<file path="config.mk">
export PLATFORM = sky130hd
export DESIGN_NAME = fan_duty_from_temperature_core
export DESIGN_NICKNAME = d
export VERILOG_FILES = /design/src/design/fdt_pkg.sv /design/src/design/fan_duty_from_temperature_core.sv
export SDC_FILE = /design/constraint.sdc
export NUM_CORES = 1
export LEC_CHECK = 0
export ABC_AREA = 1
export BUFFER_PORTS_ARGS = -buffer_cell sky130_fd_sc_hd__buf_4
export CAP_MARGIN = 20
export CORE_AREA = 8 8 166 208
export CTS_CLUSTER_SIZE = 28
export DETAILED_ROUTE_END_ITERATION = 8
export DIE_AREA = 0 0 174 216
export HOLD_SLACK_MARGIN = 0.15
export SLEW_MARGIN = 5
export SYNTH_ARGS = -nofsm -noshare
export SYNTH_HDL_FRONTEND = slang
export SYNTH_SLANG_ARGS = --single-unit
</file>
<file path="constraint.sdc">
create_clock -name clk_i -period 9.7 [get_ports clk_i]
set_input_delay 1.94 -clock clk_i [delete_from_list [all_inputs] [get_ports clk_i]]
set_output_delay 1.94 -clock clk_i [all_outputs]
set_load 0.05 [all_outputs]
</file>
<file path="src/design/fdt_pkg.sv">
// Shared types and constants for the fan duty core.
// No dependencies.
package fdt_pkg;

  localparam int TempW  = 12;
  localparam int HystW  = 9;
  localparam int DutyW  = 8;
  localparam int ProdW  = TempW + DutyW;
  localparam int CntW   = $clog2(DutyW);
  localparam int CfgIdxW = 3;
  localparam int CfgDatW = 12;

  localparam logic [CfgIdxW-1:0] RegTempLow  = 3'd0;
  localparam logic [CfgIdxW-1:0] RegTempHigh = 3'd1;
  localparam logic [CfgIdxW-1:0] RegHyst     = 3'd2;
  localparam logic [CfgIdxW-1:0] RegMinDuty  = 3'd3;
  localparam logic [CfgIdxW-1:0] RegMaxDuty  = 3'd4;

  typedef enum logic [1:0] {
    ST_IDLE,
    ST_DIV,
    ST_FIN
  } state_e;

endpackage

</file>
<file path="src/design/fan_duty_from_temperature_core.sv">
// Fan duty core: temperature sample in, PWM duty and fan flag out.
// A request is taken only in idle. Without interpolation it goes straight to the
// finish state; when interpolating it first runs the bit-serial divider. The
// finish state loads the result register once the previous result has left it,
// and only then does the core return to idle and take a new request.
// Reset: settings and control registers default, fan flag set, no result pending.
module fan_duty_from_temperature_core import fdt_pkg::*; (
  input  logic                     clk_i,
  input  logic                     rst_ni,
  input  logic                     in_valid_i,
  output logic                     in_ready_o,
  input  logic signed [TempW-1:0]  temperature_i,
  input  logic                     sample_valid_i,
  output logic                     out_valid_o,
  input  logic                     out_ready_i,
  output logic [DutyW-1:0]         duty_o,
  output logic                     fan_running_o,
  input  logic                     cfg_valid_i,
  output logic                     cfg_ready_o,
  input  logic [CfgIdxW-1:0]       cfg_index_i,
  input  logic [CfgDatW-1:0]       cfg_data_i
);

  logic signed [TempW-1:0] temp_low_q, temp_high_q;
  logic [HystW-1:0]        hyst_q;
  logic [DutyW-1:0]        min_duty_q, max_duty_q;
  logic                    fan_on_q;

  state_e state_q, state_d;
  logic [CntW-1:0]  cnt_q, cnt_d;
  logic [TempW-1:0] rem_q, rem_d;
  logic [DutyW-1:0] dsh_q, dsh_d;
  logic [DutyW-1:0] quo_q, quo_d;
  logic [TempW-1:0] den_q;
  logic [DutyW-1:0] lo_q, direct_q;
  logic             interp_q;
  logic             out_valid_q;
  logic [DutyW-1:0] duty_q;

  logic             accept, load_out;
  logic [DutyW-1:0] result_duty;

  assign cfg_ready_o = 1'b1;

  always_ff @(posedge clk_i or negedge rst_ni) begin
    if (!rst_ni) begin
      temp_low_q  <= 12'sd260;
      temp_high_q <= 12'sd303;
      hyst_q      <= 9'd50;
      min_duty_q  <= 8'd10;
      max_duty_q  <= 8'd255;
    end else if (cfg_valid_i) begin
      unique case (cfg_index_i)
        RegTempLow:  temp_low_q  <= cfg_data_i;
        RegTempHigh: temp_high_q <= cfg_data_i;
        RegHyst:     hyst_q      <= cfg_data_i[HystW-1:0];
        RegMinDuty:  min_duty_q  <= cfg_data_i[DutyW-1:0];
        RegMaxDuty:  max_duty_q  <= cfg_data_i[DutyW-1:0];
        default: ;
      endcase
    end
  end

  // Request decode: thresholds in half tenths, interpolation operands.
  logic signed [TempW+2:0] t2, low_minus, low_plus;
  logic signed [TempW:0]   num_full, den_full;
  logic [TempW-1:0]        num, den;
  logic [DutyW-1:0]        span;
  logic [ProdW-1:0]        prod;
  logic                    lt_low, lt_high, need_div;
  logic [DutyW-1:0]        direct;

  always_comb begin
    t2        = {{2{temperature_i[TempW-1]}}, temperature_i, 1'b0};
    low_minus = {{2{temp_low_q[TempW-1]}}, temp_low_q, 1'b0}
                - $signed({{(TempW+3-HystW){1'b0}}, hyst_q});
    low_plus  = {{2{temp_low_q[TempW-1]}}, temp_low_q, 1'b0}
                + $signed({{(TempW+3-HystW){1'b0}}, hyst_q});
    num_full  = {temperature_i[TempW-1], temperature_i}
                - {temp_low_q[TempW-1], temp_low_q};
    den_full  = {temp_high_q[TempW-1], temp_high_q}
                - {temp_low_q[TempW-1], temp_low_q};
    num       = num_full[TempW-1:0];
    den       = den_full[TempW-1:0];
    span      = (max_duty_q > min_duty_q) ? (max_duty_q - min_duty_q) : '0;
    prod      = ProdW'(num) * ProdW'(span);
    lt_low    = temperature_i < temp_low_q;
    lt_high   = temperature_i < temp_high_q;
    need_div  = 1'b0;
    direct    = max_duty_q;
    if (!sample_valid_i) begin
      direct = max_duty_q;
    end else if (lt_low) begin
      direct = (fan_on_q && !(t2 < low_minus)) ? min_duty_q : '0;
    end else if (lt_high) begin
      if (fan_on_q) begin
        need_div = 1'b1;
      end else begin
        direct = (t2 > low_plus) ? min_duty_q : '0;
      end
    end
  end

  // One restoring-division step: shift in a dividend bit, try the subtract.
  logic [TempW:0] trial, diff;
  always_comb begin
    trial = {rem_q, dsh_q[DutyW-1]};
    diff  = trial - {1'b0, den_q};
  end

  assign result_duty = interp_q ? (lo_q + quo_q) : direct_q;

  always_comb begin
    state_d    = state_q;
    cnt_d      = cnt_q;
    rem_d      = rem_q;
    dsh_d      = dsh_q;
    quo_d      = quo_q;
    in_ready_o = 1'b0;
    load_out   = 1'b0;
    unique case (state_q)
      ST_IDLE: begin
        in_ready_o = 1'b1;
        if (in_valid_i) begin
          // Quotient fits in DutyW bits, so the upper product bits seed the remainder.
          rem_d   = prod[ProdW-1:DutyW];
          dsh_d   = prod[DutyW-1:0];
          quo_d   = '0;
          cnt_d   = '0;
          state_d = need_div ? ST_DIV : ST_FIN;
        end
      end
      ST_DIV: begin
        if (!diff[TempW]) begin
          rem_d = diff[TempW-1:0];
        end else begin
          rem_d = trial[TempW-1:0];
        end
        quo_d = {quo_q[DutyW-2:0], ~diff[TempW]};
        dsh_d = {dsh_q[DutyW-2:0], 1'b0};
        cnt_d = cnt_q + 1'b1;
        if (cnt_q == CntW'(DutyW - 1)) begin
          state_d = ST_FIN;
        end
      end
      ST_FIN: begin
        // Hold until the result register is free.
        if (!out_valid_q || out_ready_i) begin
          load_out = 1'b1;
          state_d  = ST_IDLE;
        end
      end
      default: state_d = ST_IDLE;
    endcase
  end

  assign accept = in_valid_i && in_ready_o;

  always_ff @(posedge clk_i or negedge rst_ni) begin
    if (!rst_ni) begin
      state_q     <= ST_IDLE;
      cnt_q       <= '0;
      fan_on_q    <= 1'b1;
      out_valid_q <= 1'b0;
    end else begin
      state_q <= state_d;
      cnt_q   <= cnt_d;
      if (load_out) begin
        fan_on_q    <= (result_duty != '0);
        out_valid_q <= 1'b1;
      end else if (out_ready_i) begin
        out_valid_q <= 1'b0;
      end
    end
  end

  always_ff @(posedge clk_i) begin
    rem_q <= rem_d;
    dsh_q <= dsh_d;
    quo_q <= quo_d;
    if (accept) begin
      den_q    <= den;
      lo_q     <= min_duty_q;
      direct_q <= direct;
      interp_q <= need_div;
    end
    if (load_out) begin
      duty_q <= result_duty;
    end
  end

  assign out_valid_o   = out_valid_q;
  assign duty_o        = duty_q;
  assign fan_running_o = (duty_q != '0);

endmodule

</file>
==> metrics.cfg, run 1 <==
[route]
detail_route.vias_per_cell=4.904
routedLengthMet1_um=13050
maxUsedRoutingLayer=met4
drt_first_iter_violations=373
detail_route.wirelength_um=30010
drt_pass1_iterations=5
met3_length_um=632
drtAntennaViolNets=0
routedWlPerCell_um=15.14
dr_wl_met2_um=15430
detail_route.drc_violations=0
routed-via-count=9719

[logic_synthesis]
synth_async_sr_flop_share_pct=46.28
post_synth_instance_area_um2=12000
synthCells=1514
dominantRegCellSynth=edfxtp_1
synth_top_cell_by_area=edfxtp_1
synth-warning-count=0
top_area_cells_in_the_synthesized_netlist=edfxtp_1, ha_1, fa_1, nand2_1, inv_1
synth_edf_count=65
number_of_distinct_library_cells_after_synthesis=49
ys_ff_latch=121
yosysSeqAreaShare_pct=28.18
netlist.area_leader.share_pct=16.27
mappedNetlistNets=1757
synthesis.area_per_instance_um2=7.925

[place]
place.port_buffers=43
detailedPlacementHpwl_um=24500
gp_congestion=0.8926

[setup_path]
worst_path_largest_cell_delay_ps=550
setup.reg_to_reg.worst_slack_ps=3030
path_class=in -> reg
critical_path_depth=25
cpMostUsedCell=inv_1
end_kind=flop
critical_path.endpoint=rem_q[10]$_DFFE_PP_
regToRegStartpoint=max_duty_q[0]$_DFFE_PN1P_
path_delay_family=adder cells
reg2reg_depth=29
launch_point_of_the_critical_path=temperature_i[2]
crit_required_ps=9880
critPathLaunchType=input pin
slowest_stage=xnor2_1
cp.buffers_inverters=6
critical_path.max_fanout=8
critPathArrivalTime_ps=7440
crit-reg2reg-capture=rem_q[10]$_DFFE_PP_

[clocking]
cts_tree=done
post_cts.repair.setup_buffers=0
ctsResizeCount=0
clk_root_buffer_cell=clkbuf_16
ctsHoldBuffers=0
cts_buffers=17
htreeDepth=4
cts_sink_count=121
insertion_delay_ps=430
clk_path_buf_depth=2
path_clk_slew_ps=60

[global_route]
global_route.overflow_total=0
gr-usage-all-layers_pct=16.20
number_of_global_route_vias_before_repair=9788
global_route_wire_length_before_repair_um=48980
grt_max_degree=57
grt_antenna_before_repair=0

[flow_run]
maxCapViolations=0

[finish]
layout-drive-gt1-share_pct=8.599
mostFrequentLayoutCells=nand2_1, inv_1, ha_1, nor2_1, o21ai_0
final_nets=1800
num-fill-cells=3171
diodes=0
area_delta_synth_final_pct=11.61
layout_commonest_cell=nand2_1

[timing]
finClkSkew_ps=16.67
tns_ps=0
slew_headroom_pct=41.48
max_freq_mhz=137.7
setup_repair_after_global_routing_missed_its_margin=false
finalHoldViolations=0
period_minus_slack_ps=7260
worstMarginPinSlew_ps=875.4
slew_limit_fails=0
setup_viol=0
layout_worst_path_cycle_share_pct=74.84

[worst_hold_path]
hold_path.class=reg -> reg

[die]
num_io_pins=45
die_height_um=216
die_width_um=174
starting_density_of_the_core_pct=38.41
floorplan.rows=73
die-area_um2=37580
core_um2=31240

[status]
outcome=finished clean

## cells by family after synthesis
kind of cell             synth area share, %
XOR/XNOR                               4.682
adder cells (fa/ha/maj)                26.03
AO/OA/AOI/OAI                          10.81
AND/OR/NAND/NOR                        20.55
flip-flops                             28.18
other                                0.03126
buffers and inverters                  9.709
## tightest hold or removal path: stages (launching register included)
cell and delay, ps:
dfstp_2 370, nand2_1 50, o21ai_0 70
## per-stage QoR
step	setup slack [ps]	cells	util, %	instance area [um2]	hold WS [ps]
4_1_cts	2514	1981	42.78	13360	507.3
5_1_grt	2145	1982	42.87	13390	522.5
6_report	2440	1982	42.87	13390	502.3
3_5_place_dp	2069	1949	40.80	12750	498.2
3_3_place_gp	2196	1949	40.80	12750	488.2
2_1_floorplan	2659	1514	-	12000	465.5
## cells in the mapped netlist, drive strengths merged, types with 10 or more instances
master / instances
a21oi: 85
buf: 10
clkbuf: 12
dfrtp: 34
dfstp: 22
edfxtp: 65
fa: 66
ha: 144
inv: 279
nand2: 318
nand3: 82
nand4: 10
nor2: 141
nor3: 12
o211ai: 12
o21ai: 105
or2: 11
xnor2: 15
xor2: 44
## how the worst min path moves through the flow
stage                          startpoint                         end  depth (start not counted)  slack, ps
6_report            hyst_q[4]$_DFFE_PN1P_       hyst_q[4]$_DFFE_PN1P_                          2        500
5_1_grt        temp_high_q[8]$_DFFE_PN1P_  temp_high_q[8]$_DFFE_PN1P_                          2        520
4_1_cts             hyst_q[4]$_DFFE_PN1P_       hyst_q[4]$_DFFE_PN1P_                          2        510
3_5_place_dp        hyst_q[4]$_DFFE_PN1P_       hyst_q[4]$_DFFE_PN1P_                          2        500
3_3_place_gp         cnt_q[0]$_DFFE_PN0P_        cnt_q[0]$_DFFE_PN0P_                          1        490
2_1_floorplan        cnt_q[0]$_DFFE_PN0P_        cnt_q[0]$_DFFE_PN0P_                          1        470
## routing by layer
metal / GRT usage (%) / vias up
met2: 29.64 / 126
met1: 18.60 / 4587
li1: - / 4966
met4: 6.851 / 0
met5: 0 / -
met3: 2.166 / 40
## registers in the layout, indices dropped and copies added (netlist names), 9 cells and up
| register | count |
|---|---|
| den_q | 12 |
| temp_low_q | 12 |
| rem_q | 12 |
| hyst_q | 9 |
| temp_high_q | 12 |
## final cells by class
type | instances | area, um2 | share of cell area (%)
repair buffers | 46 | 365.4 | 2.728
flip-flops and latches | 121 | 3381 | 25.25
multi-input cells | 1090 | 7457 | 55.69
clock buffers | 21 | 486.7 | 3.635
well taps | 412 | 515.5 | 3.850
inverters | 281 | 1055 | 7.877
clock inverters | 11 | 130.1 | 0.9718
Power of run 1 is not shown: default switching activity piles up to over one toggle a cycle in this logic, so the estimate is an artifact.
==> run 2: changes to the inputs <==
--- a/config.mk
+++ b/config.mk
@@ -5,13 +5,13 @@
 export SDC_FILE = /design/constraint.sdc
 export NUM_CORES = 1
 export LEC_CHECK = 0
-export ABC_AREA = 1
+export ABC_AREA = 0
 export BUFFER_PORTS_ARGS = -buffer_cell sky130_fd_sc_hd__buf_4
 export CAP_MARGIN = 20
-export CORE_AREA = 8 8 166 208
+export CORE_AREA = 8 8 163 204
 export CTS_CLUSTER_SIZE = 28
 export DETAILED_ROUTE_END_ITERATION = 8
-export DIE_AREA = 0 0 174 216
+export DIE_AREA = 0 0 171 212
 export HOLD_SLACK_MARGIN = 0.15
 export SLEW_MARGIN = 5
 export SYNTH_ARGS = -nofsm -noshare
==> constraint.sdc (replaced) <==
create_clock -name clk_i -period 6.2 [get_ports clk_i]
set_input_delay 1.24 -clock clk_i [delete_from_list [all_inputs] [get_ports clk_i]]
set_output_delay 1.24 -clock clk_i [all_outputs]
set_load 0.05 [all_outputs]
==> metrics.cfg, run 2 <==
[global_route]
grt_max_degree=57
grt_antenna_before_repair=0
global_route.overflow_total=0
number_of_global_route_vias_before_repair=9362
gr-usage-all-layers_pct=16.14
global_route_wire_length_before_repair_um=46380

[finish]
layout_commonest_cell=buf_4
mostFrequentLayoutCells=buf_4, inv_1, ha_1, nand2_1, nor2_1
num-fill-cells=2817
final_nets=1669
diodes=0
layout-drive-gt1-share_pct=31.13
area_delta_synth_final_pct=29.51

[die]
die_height_um=212
die-area_um2=36250
floorplan.rows=72
starting_density_of_the_core_pct=38.05
die_width_um=171
core_um2=30270
num_io_pins=45

[route]
drt_first_iter_violations=342
detail_route.drc_violations=0
detail_route.vias_per_cell=4.965
drtAntennaViolNets=0
routed-via-count=9166
routedWlPerCell_um=15.31
drt_pass1_iterations=5
detail_route.wirelength_um=28260

[timing]
layout_worst_path_cycle_share_pct=102.7
finClkSkew_ps=20.59
setup_viol=6
period_minus_slack_ps=6369
max_freq_mhz=157.0
slew_headroom_pct=44.60
setup_repair_after_global_routing_missed_its_margin=true
worstMarginPinSlew_ps=829.2
smallest_hold_slack_ps=507.6
finalHoldViolations=0
slew_limit_fails=0
timing.final.ws_setup_ps=-168.7

[setup_path]
path_class=in -> reg
critPathLaunchType=input pin
critPathArrivalTime_ps=6510
critical_path.max_fanout=5
crit_required_ps=6350
end_kind=flop

[flow_run]
maxCapViolations=0

[logic_synthesis]
number_of_distinct_library_cells_after_synthesis=79
dominantRegCellSynth=edfxtp_1
synth_top_cell_by_area=edfxtp_1
top_area_cells_in_the_synthesized_netlist=edfxtp_1, ha_1, fa_1, dfrtp_1, inv_1
post_synth_instance_area_um2=11520
synthesis.area_per_instance_um2=9.456
synth-warning-count=0
netlist.area_leader.share_pct=16.95
yosysSeqAreaShare_pct=29.35
yosysMostFrequentCell=inv_1
synth_async_sr_flop_share_pct=46.28
synthCells=1218
mappedNetlistNets=1461
synth_edf_count=65
synth.cells.most_frequent=inv_1, ha_1, nor2_1, nand2_1, o21ai_0
ys_ff_latch=121

[place]
detailedPlacementHpwl_um=22690
gp_congestion=0.8588
place.port_buffers=43

[clocking]
cts_sink_count=121
cts_tree=done
htreeDepth=4
clk_root_buffer_cell=clkbuf_16
clk_path_buf_depth=2
insertion_delay_ps=440
path_clk_slew_ps=60
cts_buffers=17

[worst_hold_path]
hold_path.class=reg -> reg

[status]
outcome=finished, violations left
failing_checks=setup timing

-- run 2: changes by cell type in the layout (fill, tap and decap cells not counted), moves of 42 or more --
cell / before / now
a21oi_1: 83 / 34
inv_1: 275 / 155
o21ai_0: 101 / 59
nand3_1: 79 / 11
nor2_1: 137 / 86
nand2_1: 316 / 88
buf_4: 45 / 202
-- run 2: routing by layer --
layer,global-route usage [%],wire [um]
met1,19.15,12190
met2,28.83,14640
met3,2.694,673
met4,5.767,752
met5,0,0
-- run 2: cell type report --
| cell class | count | area (um2) | share of cell area [%] |
|---|---|---|---|
| Clock buffer | 17 | 425.4 | 2.852 |
| Clock inverter | 15 | 176.4 | 1.183 |
| Tap cell | 407 | 509.2 | 3.414 |
| Sequential cell | 121 | 3381 | 22.67 |
| Multi-Input combinational cell | 891 | 7981 | 53.51 |
| Inverter | 175 | 669.4 | 4.488 |
| Timing Repair Buffer | 220 | 1773 | 11.89 |
-- run 2: repair_timing --
| action | in CTS | in global routing |
|---|---|---|
| pin swaps | 83 | 60 |
| gates resized for setup | 97 | 49 |
| setup buffers | 26 | 14 |
| gates cloned | 0 | 0 |
| endpoints found under the setup margin | 12 | 12 |
| hold buffers | 0 | 0 |
-- run 2: worst paths after layout --
kind                                                  end  cells past startpoint  slack [ps]                       from
worst max-delay path                   rem_q[8]$_DFFE_PP_                     27        -170           temperature_i[0]
worst min-delay path                 cnt_q[0]$_DFFE_PN0P_                      1         510       cnt_q[0]$_DFFE_PN0P_
worst max register to register         rem_q[8]$_DFFE_PP_                     30        -130  max_duty_q[0]$_DFFE_PN1P_
worst min register to register       cnt_q[0]$_DFFE_PN0P_                      1         510       cnt_q[0]$_DFFE_PN0P_
max in group asynchronous       temp_low_q[4]$_DFFE_PN0P_                      1        4780                     rst_ni
min in group asynchronous            cnt_q[2]$_DFFE_PN0P_                      1         890                     rst_ni
-- run 2: critical path, stage by stage --
cell	delay, ps
buf_8	110
inv_12	40
ha_4	130
inv_2	40
fa_2	380
nand2_1	70
nand2_1	70
a21oi_2	160
o21ai_2	100
buf_4	150
a211oi_4	250
xor2_2	130
buf_6	130
buf_4	130
or2_2	300
fa_1	470
fa_1	560
inv_1	60
fa_1	480
ha_1	340
ha_4	270
and3_1	170
a211o_1	310
buf_4	150
nor2_4	70
xor2_1	140
mux2i_1	80
-- run 2: logic make-up (layout without fill, tap and decap cells) --
kind of cell	count (synthesis)	count (layout)	synth area share (%)
DFF	121	121	29.35
AOI/OAI and AO/OA	233	233	13.51
adders and majority gates	210	210	27.12
xor gates and xnor gates	64	64	5.030
other	1	1	0.03256
buffers and inverters	206	427	6.996
and+or+nand+nor	345	345	14.33
muxes	38	38	3.628
-- run 2: through the flow --
step / cells / util (%) / TNS [ps] / setup WS [ps] / cell area, um2
5_1_grt: 1846 / 49.28 / -2811 / -395.6 / 14920
3_3_place_gp: 1775 / 44.32 / -6077 / -754.0 / 13420
6_report: 1846 / 49.28 / -570.8 / -168.7 / 14920
2_1_floorplan: 1218 / - / -1904 / -425.3 / 11660
4_1_cts: 1833 / 48.25 / -401.6 / -150.6 / 14610
3_5_place_dp: 1776 / 44.42 / -6937 / -870.0 / 13440
Power of run 2 is left out for the same reason.
==> run 3: changes to the inputs <==
--- a/config.mk
+++ b/config.mk
@@ -8,11 +8,14 @@
 export ABC_AREA = 0
 export BUFFER_PORTS_ARGS = -buffer_cell sky130_fd_sc_hd__buf_4
 export CAP_MARGIN = 20
+export CELL_PAD_IN_SITES_DETAIL_PLACEMENT = 1
+export CELL_PAD_IN_SITES_GLOBAL_PLACEMENT = 1
 export CORE_AREA = 8 8 163 204
-export CTS_CLUSTER_SIZE = 28
+export CTS_CLUSTER_SIZE = 10
 export DETAILED_ROUTE_END_ITERATION = 8
 export DIE_AREA = 0 0 171 212
 export HOLD_SLACK_MARGIN = 0.15
+export PLACE_DENSITY_LB_ADDON = 0.3
 export SLEW_MARGIN = 5
 export SYNTH_ARGS = -nofsm -noshare
 export SYNTH_HDL_FRONTEND = slang
==> metrics.cfg, run 3 (synthesized netlist as in run 2, its figures left out) <==
[status]
outcome=finished, violations left
failing_checks=setup timing

[finish]
instances_no_fill=1845
diodes=0
layout-drive-gt1-share_pct=30.95
area_delta_synth_final_pct=29.63
final_nets=1668
final_util_pct=49.32
layout_commonest_cell=buf_4
mostFrequentLayoutCells=buf_4, inv_1, ha_1, nand2_1, nor2_1

[clocking]
cts_tree=done
cts_buffers=17
insertion_delay_ps=450
path_clk_slew_ps=60
cts_sink_count=121
clk_root_buffer_cell=clkbuf_16
clk_path_buf_depth=2
htreeDepth=4

[setup_path]
critPathLaunchType=input pin
regToRegStartpoint=max_duty_q[0]$_DFFE_PN1P_
reg2reg_depth=29
critical_path.max_fanout=6
critPathArrivalTime_ps=6620
path_class=in -> reg
launch_point_of_the_critical_path=temperature_i[0]
crit_required_ps=6380
crit-reg2reg-capture=rem_q[10]$_DFFE_PP_
end_kind=flop
setup.reg_to_reg.worst_slack_ps=-230

[timing]
period_minus_slack_ps=6444
slew_limit_fails=0
finClkSkew_ps=18.72
worstMarginPinSlew_ps=924.5
max_freq_mhz=155.2
timing.final.ws_setup_ps=-243.8
slew_headroom_pct=38.23
setup_repair_after_global_routing_missed_its_margin=true
setup_viol=9
layout_worst_path_cycle_share_pct=103.9
finalHoldViolations=0

[global_route]
grt_antenna_before_repair=0
number_of_global_route_vias_before_repair=10500
grt_max_degree=57
global_route.overflow_total=0
gr-usage-all-layers_pct=19.08
global_route_wire_length_before_repair_um=54270

[worst_hold_path]
hold_path.class=reg -> reg
hp_start=cnt_q[0]$_DFFE_PN0P_
hold_depth=1
whs_endpoint=cnt_q[0]$_DFFE_PN0P_

[route]
routedWlPerCell_um=18.57
drtAntennaViolNets=0
routed-via-count=9548
drt_first_iter_violations=354
detail_route.vias_per_cell=5.175
detail_route.drc_violations=0
drt_pass1_iterations=5
detail_route.wirelength_um=34260

[place]
detailedPlacementHpwl_um=26070
dp.cells=1772
place.port_buffers=43
gp_congestion=0.8592

[die]
floorplan.rows=72
core_um2=30270
die_width_um=171
num_io_pins=45
starting_density_of_the_core_pct=38.05
die_height_um=212
die-area_um2=36250

[flow_run]
maxCapViolations=0

run 3: metrics by stage:
stage / TNS, ps / hold WS (ps) / worst slack [ps] / area [um2]
2_1_floorplan: -1904 / 463.2 / -425.3 / 11660
3_3_place_gp: -6251 / 485.4 / -799.9 / 13370
3_5_place_dp: -7595 / 503.7 / -903.3 / 13420
4_1_cts: -1336 / 512.4 / -250.1 / 14570
5_1_grt: -3994 / 543.7 / -477.5 / 14930
6_report: -1479 / 502.9 / -243.8 / 14930
run 3: area by class of cell:
type,count,area (um2)
Fill cell,3475,15340
Multi-Input combinational cell,891,7994
Sequential cell,121,3381
Timing Repair Buffer,219,1769
Inverter,175,669.4
Tap cell,407,509.2
Clock buffer,17,425.4
Clock inverter,15,181.4
run 3: repair_timing:
action                                  4_1_cts  5_1_grt
endpoints found under the setup margin       13       13
gates cloned                                  0        0
hold buffers                                  0        0
gates resized for setup                      74       73
pin swaps                                    79       61
buffers inserted                             31       12
run 3: per-layer routing:
layer | wire length (um) | GRT usage, % | part of all wire (%)
met1 | 14020 | 21.49 | 41
met3 | 881 | 2.694 | 2.6
met5 | 0 | 0 | 0
met2 | 18310 | 35.55 | 53
met4 | 1051 | 7.420 | 3.1
run 3: worst max-delay path, cell delays in order:
cell and delay (ps):
buf_12 110, inv_12 40, ha_4 120, inv_2 40, fa_2 350, nand2_1 60
nand2_1 50, a21oi_2 160, o21ai_2 110, a21oi_4 250, xor2_4 260, buf_4 150
buf_4 100, nor2_1 50, fa_1 470, fa_1 510, fa_1 490, inv_1 50
fa_1 520, inv_1 60, ha_4 210, or2_4 260, o31ai_2 70, a31oi_2 80
a211o_1 340, o211ai_1 190, xor2_1 150, mux2i_1 80
run 3: worst max-delay path by stage:
stage / to / depth (start not counted) / slack, ps
3_5_place_dp: rem_q[10]$_DFFE_PP_ / 27 / -900
3_3_place_gp: rem_q[10]$_DFFE_PP_ / 28 / -800
5_1_grt: rem_q[10]$_DFFE_PP_ / 29 / -480
4_1_cts: rem_q[9]$_DFFE_PP_ / 29 / -250
6_report: rem_q[10]$_DFFE_PP_ / 28 / -240
2_1_floorplan: rem_q[10]$_DFFE_PP_ / 28 / -430
Power of run 3 is left out for the same reason.
